### src/hw/rtl/mplc_pkg.sv
package mplc_pkg;

    localparam int ID_W      = 8;
    localparam int MAP_W     = 64;
    localparam int ITEM_W    = 18;
    localparam int TOTAL_W   = 28;
    localparam int PREFIX_W  = 29;

    localparam logic [TOTAL_W-1:0] TOTAL_MAX = 28'd268435455;

    // Item status codes.
    localparam logic [1:0] STATUS_OK        = 2'd0;
    localparam logic [1:0] STATUS_PROTO_ERR = 2'd1;
    localparam logic [1:0] STATUS_DUP       = 2'd2;

    // Value kinds.
    localparam logic [2:0] VK_BYTE   = 3'd0;
    localparam logic [2:0] VK_INT16  = 3'd1;
    localparam logic [2:0] VK_INT32  = 3'd2;
    localparam logic [2:0] VK_VARINT = 3'd3;
    localparam logic [2:0] VK_BINARY = 3'd4;
    localparam logic [2:0] VK_STRING = 3'd5;
    localparam logic [2:0] VK_PAIR   = 3'd6;

    // Property identifiers.
    localparam logic [ID_W-1:0] PID_PAYLOAD_FORMAT     = 8'd1;
    localparam logic [ID_W-1:0] PID_MSG_EXPIRY         = 8'd2;
    localparam logic [ID_W-1:0] PID_CONTENT_TYPE       = 8'd3;
    localparam logic [ID_W-1:0] PID_RESPONSE_TOPIC     = 8'd8;
    localparam logic [ID_W-1:0] PID_CORRELATION_DATA   = 8'd9;
    localparam logic [ID_W-1:0] PID_SUB_ID             = 8'd11;
    localparam logic [ID_W-1:0] PID_SESSION_EXPIRY     = 8'd17;
    localparam logic [ID_W-1:0] PID_ASSIGNED_CLIENT_ID = 8'd18;
    localparam logic [ID_W-1:0] PID_SERVER_KEEP_ALIVE  = 8'd19;
    localparam logic [ID_W-1:0] PID_AUTH_METHOD        = 8'd21;
    localparam logic [ID_W-1:0] PID_AUTH_DATA          = 8'd22;
    localparam logic [ID_W-1:0] PID_REQ_PROBLEM_INFO   = 8'd23;
    localparam logic [ID_W-1:0] PID_WILL_DELAY         = 8'd24;
    localparam logic [ID_W-1:0] PID_REQ_RESPONSE_INFO  = 8'd25;
    localparam logic [ID_W-1:0] PID_RESPONSE_INFO      = 8'd26;
    localparam logic [ID_W-1:0] PID_SERVER_REF         = 8'd28;
    localparam logic [ID_W-1:0] PID_REASON_STRING      = 8'd31;
    localparam logic [ID_W-1:0] PID_RECEIVE_MAX        = 8'd33;
    localparam logic [ID_W-1:0] PID_TOPIC_ALIAS_MAX    = 8'd34;
    localparam logic [ID_W-1:0] PID_TOPIC_ALIAS        = 8'd35;
    localparam logic [ID_W-1:0] PID_MAX_QOS            = 8'd36;
    localparam logic [ID_W-1:0] PID_RETAIN_AVAIL       = 8'd37;
    localparam logic [ID_W-1:0] PID_USER_PROP          = 8'd38;
    localparam logic [ID_W-1:0] PID_MAX_PACKET_SIZE    = 8'd39;
    localparam logic [ID_W-1:0] PID_WILDCARD_AVAIL     = 8'd40;
    localparam logic [ID_W-1:0] PID_SUB_ID_AVAIL       = 8'd41;
    localparam logic [ID_W-1:0] PID_SHARED_SUB_AVAIL   = 8'd42;

    typedef struct packed {
        logic [2:0]  packet_kind;
        logic [7:0]  prop_id;
        logic [2:0]  value_kind;
        logic [31:0] num_value;
        logic [15:0] data_len;
        logic [15:0] pair_name_len;
        logic        topic_ok;
        logic        last_in_list;
    } req_t;

    typedef struct packed {
        logic [1:0]          item_status;
        logic [1:0]          list_status;
        logic [ITEM_W-1:0]   item_bytes;
        logic [TOTAL_W-1:0]  running_bytes;
        logic [PREFIX_W-1:0] bytes_with_prefix;
        logic                list_done;
    } rsp_t;

    typedef struct packed {
        logic [MAP_W-1:0]   seen_map;
        logic [TOTAL_W-1:0] byte_total;
        logic [1:0]         first_error;
    } list_state_t;

    // Packet kinds on which each identifier may appear, bit k for kind k.
    // Zero marks an unknown identifier.
    function automatic logic [7:0] allowed_kinds(input logic [ID_W-1:0] id);
        logic [7:0] mask;
        begin
            case (id)
                PID_PAYLOAD_FORMAT, PID_MSG_EXPIRY, PID_CONTENT_TYPE,
                PID_RESPONSE_TOPIC, PID_CORRELATION_DATA:              mask = 8'h84;
                PID_SUB_ID:                                            mask = 8'h0C;
                PID_SESSION_EXPIRY:                                    mask = 8'h23;
                PID_ASSIGNED_CLIENT_ID, PID_SERVER_KEEP_ALIVE:         mask = 8'h02;
                PID_AUTH_METHOD, PID_AUTH_DATA:                        mask = 8'h43;
                PID_REQ_PROBLEM_INFO:                                  mask = 8'h01;
                PID_WILL_DELAY:                                        mask = 8'h80;
                PID_REQ_RESPONSE_INFO:                                 mask = 8'h01;
                PID_RESPONSE_INFO:                                     mask = 8'h02;
                PID_SERVER_REF:                                        mask = 8'h22;
                PID_REASON_STRING:                                     mask = 8'hE2;
                PID_RECEIVE_MAX, PID_TOPIC_ALIAS_MAX:                  mask = 8'h03;
                PID_TOPIC_ALIAS:                                       mask = 8'h04;
                PID_MAX_QOS, PID_RETAIN_AVAIL:                         mask = 8'h02;
                PID_USER_PROP:                                         mask = 8'hFF;
                PID_MAX_PACKET_SIZE:                                   mask = 8'h03;
                PID_WILDCARD_AVAIL, PID_SUB_ID_AVAIL,
                PID_SHARED_SUB_AVAIL:                                  mask = 8'h02;
                default:                                               mask = 8'h00;
            endcase
            return mask;
        end
    endfunction

    // Byte count of a variable-length integer; five means it does not fit.
    function automatic logic [2:0] varint_size(input logic [31:0] v);
        logic [2:0] n;
        begin
            if (v < 32'd128) begin
                n = 3'd1;
            end else if (v < 32'd16384) begin
                n = 3'd2;
            end else if (v < 32'd2097152) begin
                n = 3'd3;
            end else if (v < 32'd268435456) begin
                n = 3'd4;
            end else begin
                n = 3'd5;
            end
            return n;
        end
    endfunction

endpackage

### src/hw/rtl/mplc_prop_eval.sv
module mplc_prop_eval (
    input  mplc_pkg::req_t        req,
    input  mplc_pkg::list_state_t state,
    output mplc_pkg::rsp_t        rsp,
    output mplc_pkg::list_state_t state_next
);
    import mplc_pkg::*;

    logic [7:0]          mask;
    logic                known;
    logic                is_user_prop;
    logic                value_bad;
    logic                kind_bad;
    logic                dup;
    logic [1:0]          status;
    logic [1:0]          first_err;
    logic [MAP_W-1:0]    map_upd;
    logic [ITEM_W-1:0]   item;
    logic [TOTAL_W:0]    sum;
    logic [TOTAL_W-1:0]  running;
    logic [2:0]          run_size;
    logic [PREFIX_W-1:0] prefixed;

    always_comb begin
        mask         = allowed_kinds(req.prop_id);
        known        = (mask != 8'h00);
        is_user_prop = (req.prop_id == PID_USER_PROP);
        kind_bad     = !mask[req.packet_kind];

        case (req.prop_id)
            PID_PAYLOAD_FORMAT, PID_REQ_PROBLEM_INFO, PID_REQ_RESPONSE_INFO,
            PID_MAX_QOS, PID_RETAIN_AVAIL, PID_WILDCARD_AVAIL,
            PID_SUB_ID_AVAIL, PID_SHARED_SUB_AVAIL: begin
                value_bad = (req.num_value[7:0] > 8'd1);
            end
            PID_MAX_PACKET_SIZE: begin
                value_bad = (req.num_value == 32'd0);
            end
            PID_RECEIVE_MAX, PID_TOPIC_ALIAS: begin
                value_bad = (req.num_value[15:0] == 16'd0);
            end
            PID_RESPONSE_TOPIC: begin
                value_bad = !req.topic_ok;
            end
            default: begin
                value_bad = 1'b0;
            end
        endcase

        // A known identifier always has an index below 64.
        dup = known && !is_user_prop && state.seen_map[req.prop_id[5:0]];

        if (value_bad || kind_bad) begin
            status = STATUS_PROTO_ERR;
        end else if (dup) begin
            status = STATUS_DUP;
        end else begin
            status = STATUS_OK;
        end

        map_upd = state.seen_map;
        if (known && !is_user_prop) begin
            map_upd[req.prop_id[5:0]] = 1'b1;
        end

        first_err = (state.first_error == STATUS_OK) ? status : state.first_error;

        case (req.value_kind)
            VK_BYTE:   item = 18'd2;
            VK_INT16:  item = 18'd3;
            VK_INT32:  item = 18'd5;
            VK_VARINT: begin
                if (req.num_value < 32'd268435456) begin
                    item = 18'd1 + {15'd0, varint_size(req.num_value)};
                end else begin
                    item = '0;
                end
            end
            VK_BINARY, VK_STRING: item = 18'd3 + {2'd0, req.data_len};
            VK_PAIR:   item = 18'd5 + {2'd0, req.data_len} + {2'd0, req.pair_name_len};
            default:   item = '0;
        endcase

        sum     = {1'b0, state.byte_total} + {{(TOTAL_W + 1 - ITEM_W){1'b0}}, item};
        running = sum[TOTAL_W] ? TOTAL_MAX : sum[TOTAL_W-1:0];

        run_size = varint_size({{(32 - TOTAL_W){1'b0}}, running});
        if (req.last_in_list) begin
            prefixed = {1'b0, running} + {{(PREFIX_W - 3){1'b0}}, run_size};
        end else begin
            prefixed = '0;
        end

        rsp.item_status       = status;
        rsp.list_status       = first_err;
        rsp.item_bytes        = item;
        rsp.running_bytes     = running;
        rsp.bytes_with_prefix = prefixed;
        rsp.list_done         = req.last_in_list;

        // The whole list context starts over after the closing property.
        if (req.last_in_list) begin
            state_next = '0;
        end else begin
            state_next.seen_map    = map_upd;
            state_next.byte_total  = running;
            state_next.first_error = first_err;
        end
    end

endmodule

### src/hw/rtl/mqtt5_property_list_checker_top.sv
// MQTT v5 property list checker.
// The input channel (s_valid, s_ready, s_data) carries one property request per
// transfer, tagged with the packet kind it belongs to; last_in_list closes a list.
// The result channel (m_valid, m_ready, m_data) returns exactly one result per
// request, in order: the item status, the sticky list status, the encoded size,
// the saturating running size and, on the closing property, the size including
// its length prefix.
// A request passes through an input register and a result register; the table
// lookup, the seen bitmap and the size sum for an item all complete
// combinationally between the two. One request is taken every cycle unless the
// receiver stalls with both registers full.
// Reset clears the valid flags of both pipeline registers and the list context
// (seen bitmap, running size, sticky status). When the receiver stalls, the result
// holds and one more request is buffered; s_ready drops only when both stages are
// full.
module mqtt5_property_list_checker_top (
    input  logic           aclk,
    input  logic           aresetn,
    input  logic           s_valid,
    output logic           s_ready,
    input  mplc_pkg::req_t s_data,
    output logic           m_valid,
    input  logic           m_ready,
    output mplc_pkg::rsp_t m_data
);
    import mplc_pkg::*;

    logic        in_valid_reg;
    req_t        in_data_reg;
    logic        out_valid_reg;
    rsp_t        out_data_reg;
    list_state_t state_reg;
    list_state_t state_next;
    rsp_t        rsp;
    logic        out_free;
    logic        advance;

    mplc_prop_eval u_eval (
        .req        (in_data_reg),
        .state      (state_reg),
        .rsp        (rsp),
        .state_next (state_next)
    );

    assign out_free = !out_valid_reg || m_ready;
    assign advance  = in_valid_reg && out_free;
    assign s_ready  = !in_valid_reg || out_free;

    always_ff @(posedge aclk) begin
        if (!aresetn) begin
            in_valid_reg  <= 1'b0;
            out_valid_reg <= 1'b0;
            state_reg     <= '0;
        end else begin
            if (s_ready) begin
                in_valid_reg <= s_valid;
            end
            if (out_free) begin
                out_valid_reg <= in_valid_reg;
            end
            if (advance) begin
                state_reg <= state_next;
            end
        end
    end

    always_ff @(posedge aclk) begin
        if (s_ready && s_valid) begin
            in_data_reg <= s_data;
        end
        if (advance) begin
            out_data_reg <= rsp;
        end
    end

    assign m_valid = out_valid_reg;
    assign m_data  = out_data_reg;

endmodule
### config.mk
export PLATFORM = sky130hd
export DESIGN_NAME = mqtt5_property_list_checker_top
export DESIGN_NICKNAME = d
export VERILOG_FILES = /design/src/hw/rtl/mplc_pkg.sv /design/src/hw/rtl/mplc_prop_eval.sv /design/src/hw/rtl/mqtt5_property_list_checker_top.sv
export SDC_FILE = /design/constraint.sdc
export NUM_CORES = 1
export LEC_CHECK = 0
export BUFFER_PORTS_ARGS = -buffer_cell sky130_fd_sc_hd__buf_2
export CORE_ASPECT_RATIO = 0.5
export CORE_MARGIN = 10
export CORE_UTILIZATION = 45
export CTS_CLUSTER_SIZE = 12
export DETAILED_ROUTE_END_ITERATION = 8
export GPL_ROUTABILITY_DRIVEN = 0
export PLACE_DENSITY = 0.73
export SLEW_MARGIN = 20
export SYNTH_ARGS = -nofsm -noshare
export SYNTH_HDL_FRONTEND = slang
export SYNTH_SLANG_ARGS = --single-unit
### constraint.sdc
create_clock -name aclk -period 7.9 [get_ports aclk]
set_clock_uncertainty 0.15 [all_clocks]
set_input_delay 1.185 -clock aclk [delete_from_list [all_inputs] [get_ports aclk]]
set_output_delay 1.185 -clock aclk [all_outputs]
set_load 0.05 [all_outputs]
==> results.cfg <==
[sta]
timing.fmax_mhz = 128
fin_crit_ns = 7.79
max_slew_margin_pct = 30.3
slew_viol_final = 0
fin_ws_ns = 0.113
setup_viol = 0
post-route-period-util_pct = 98.6
rsz0062_at_grt = yes
worstMarginPinSlew_ns = 1.05
hold_violations = 0

[power]
power_leakage_nw = 6.28
p_per_area_nw_per_um2 = 200
power_mw = 3.25
peakVddDrop_mv = 0.126

[yosys]
synth_seq_cells = 264
ys.flop_type = edfxtp_1
netlist_area_um2 = 13400
synth_cell_types = 84
yosysWarningCount = 0
netlist_top_cells_area = edfxtp_1 (36%), dfxtp_1 (16%), a21oi_1 (4.3%)
synth_largest_area_cell = edfxtp_1
ys_seq_area_share_pct = 51.3
avgSynthCellArea_um2 = 10.6
synthArstFlopShare_pct = 0
synth_nets = 1402
synth-edff-count = 160
yosysTopAreaCellShare_pct = 35.8
syn_inst = 1270

[final_layout]
stdcell_count = 1902
area_growth_pct = 21.3
final_area_um2 = 16300
nFillCells = 2426
drive_gt1_share_pct = 27.0
final_core_util_pct = 55.8
nets = 1622
largest_reg_flops = 94
most-common-layout-cells = buf_2 (165), edfxtp_1 (160), nor2_1 (136)
final_common_cell = buf_2

[drt]
drc = 0
first_pass_iters = 7
ant_nets = 0
num_vias = 11100
first_iter_violations = 973
wl_um = 37000
routedWlPerCell_um = 19.4
viasPerCell = 5.82

[critical_path]
reg2reg_slack_ns = 0.11
critPathMaxStageDelay_ns = 0.53
r2r_start = in_data_reg[18]
reg2regPathDepth = 34
critPathCaptureType = flop
start_kind = flop
timing.rr.end = m_data[27]
cp_max_fo = 5
critPathLaunch = in_data_reg[18]
arrival_ns = 7.93
critPathKind = flop to flop
cp.required_ns = 8.05
slowest_stage = or4_4
endpoint = m_data[27]

[floorplan]
die_w_um = 264
dieArea_um2 = 37600
num_rows = 44
core_um2 = 29200
chipHeight_um = 142
ioPinCount = 166
initial_core_util_pct = 46.0

[clock_tree]
cts_buffer_depth = 3
path_clk_slew_ns = 0.07
cts_max_level = 1
cts_root_buffer = clkbuf_16
cts.sinks = 264
cts_tree = yes
cts_made_buffers = 26
clock_latency_ns = 0.55

[placement]
dp_hpwl_um = 26400
placed_cells = 1822
dpl_cell_area_um2 = 14900
io_buffers = 165
place_ws_ns = -0.289

[grt]
overflow = 0
grt_pass1_vias = 10600
grt_start_max_net_pins = 83
antenna_found_initial = 2
grt_pass1_wl_um = 56800
grtUsageTotal_pct = 18.3

[run_status]
outcome = finished clean

[flow_run]
maxCapViolCount = 0

[min_path]
worst_hold_path_type = flop to flop
[where the power goes]
part / leakage (nW) / total [mW] / internal (mW) / switching [mW]
clock network: 0.364 / 1.14 / 0.627 / 0.516
logic: 3.56 / 0.552 / 0.194 / 0.358
registers: 2.35 / 1.56 / 1.53 / 0.0324
[critical path: cells and delay by family (launching register included)]
family | cells | cell delay, ns
buffers and inverters | 4 | 0.37
DFF | 1 | 0.48
AOI/OAI and AO/OA | 11 | 1.96
adders and majority gates | 4 | 1.19
xor gates and xnor gates | 2 | 0.21
and+or+nand+nor | 12 | 2.90
muxes | 1 | 0.25
[cell usage after synthesis, types with 24 or more instances]
cell type / instances
nand2_1: 90
ha_1: 45
dfxtp_1: 104
inv_1: 43
a22oi_1: 31
a21oi_1: 114
xnor2_1: 36
nor3_1: 30
clkbuf_1: 42
edfxtp_1: 160
nand3_1: 34
nor2_1: 138
nor2b_1: 35
xor2_1: 24
o21ai_0: 33
[layer usage]
layer | global-route usage (%) | up-vias | part of all wire, %
met5 | 0 | - | 0
met4 | 4.85 | 0 | 2.6
met3 | 3.20 | 69 | 6.3
met2 | 33.4 | 436 | 51
met1 | 22.1 | 5367 | 40
li1 | - | 5189 | -
[worst min path at each step]
| stage | from | endpoint | slack [ns] | depth (start not counted) |
|---|---|---|---|---|
| 4_1_cts | state_reg[36] | state_reg[36] | 0.32 | 2 |
| 3_5_place_dp | state_reg[67] | state_reg[67] | 0.31 | 2 |
| 5_1_grt | state_reg[31] | state_reg[31] | 0.35 | 2 |
| 6_report | state_reg[37] | state_reg[37] | 0.32 | 2 |
| 2_1_floorplan | state_reg[32] | state_reg[32] | 0.28 | 2 |
| 3_3_place_gp | state_reg[72] | state_reg[72] | 0.29 | 2 |
[area by class of cell]
type                    instances  area, um2  area share (%)
repair buffers                243       1420            8.70
clock inverters                 3       26.3           0.161
flip-flops and latches        264       6890            42.3
diodes                          1       2.50          0.0154
inverters                      46        175            1.08
clock buffers                  45        732            4.50
multi-input cells             909       6550            40.2
well taps                     391        489            3.01
[timing repair]
item	4_1_cts	5_1_grt
pin swaps	4	44
endpoints found under the setup margin	10	24
hold buffers	0	0
resized for setup	11	75
setup buffers	5	26
[through the flow]
stage | TNS [ns] | hold slack [ns]
4_1_cts | 0 | 0.321
3_3_place_gp | 0 | 0.292
3_5_place_dp | -1.06 | 0.305
2_1_floorplan | 0 | 0.281
6_report | 0 | 0.321
5_1_grt | -0.533 | 0.346
[cells by family (layout without fill, tap and decap cells)]
group | after synthesis | after routing | share of synthesized area (%)
DFF | 264 | 264 | 51.3
muxes | 39 | 39 | 5.21
xor gates and xnor gates | 60 | 60 | 3.92
buffers and inverters | 97 | 337 | 2.77
other | 0 | 1 | 0
and+or+nand+nor | 454 | 454 | 17.1
AOI/OAI and AO/OA | 308 | 308 | 15.1
adders and majority gates | 48 | 48 | 4.64
Power figures use the tool's default switching activity.
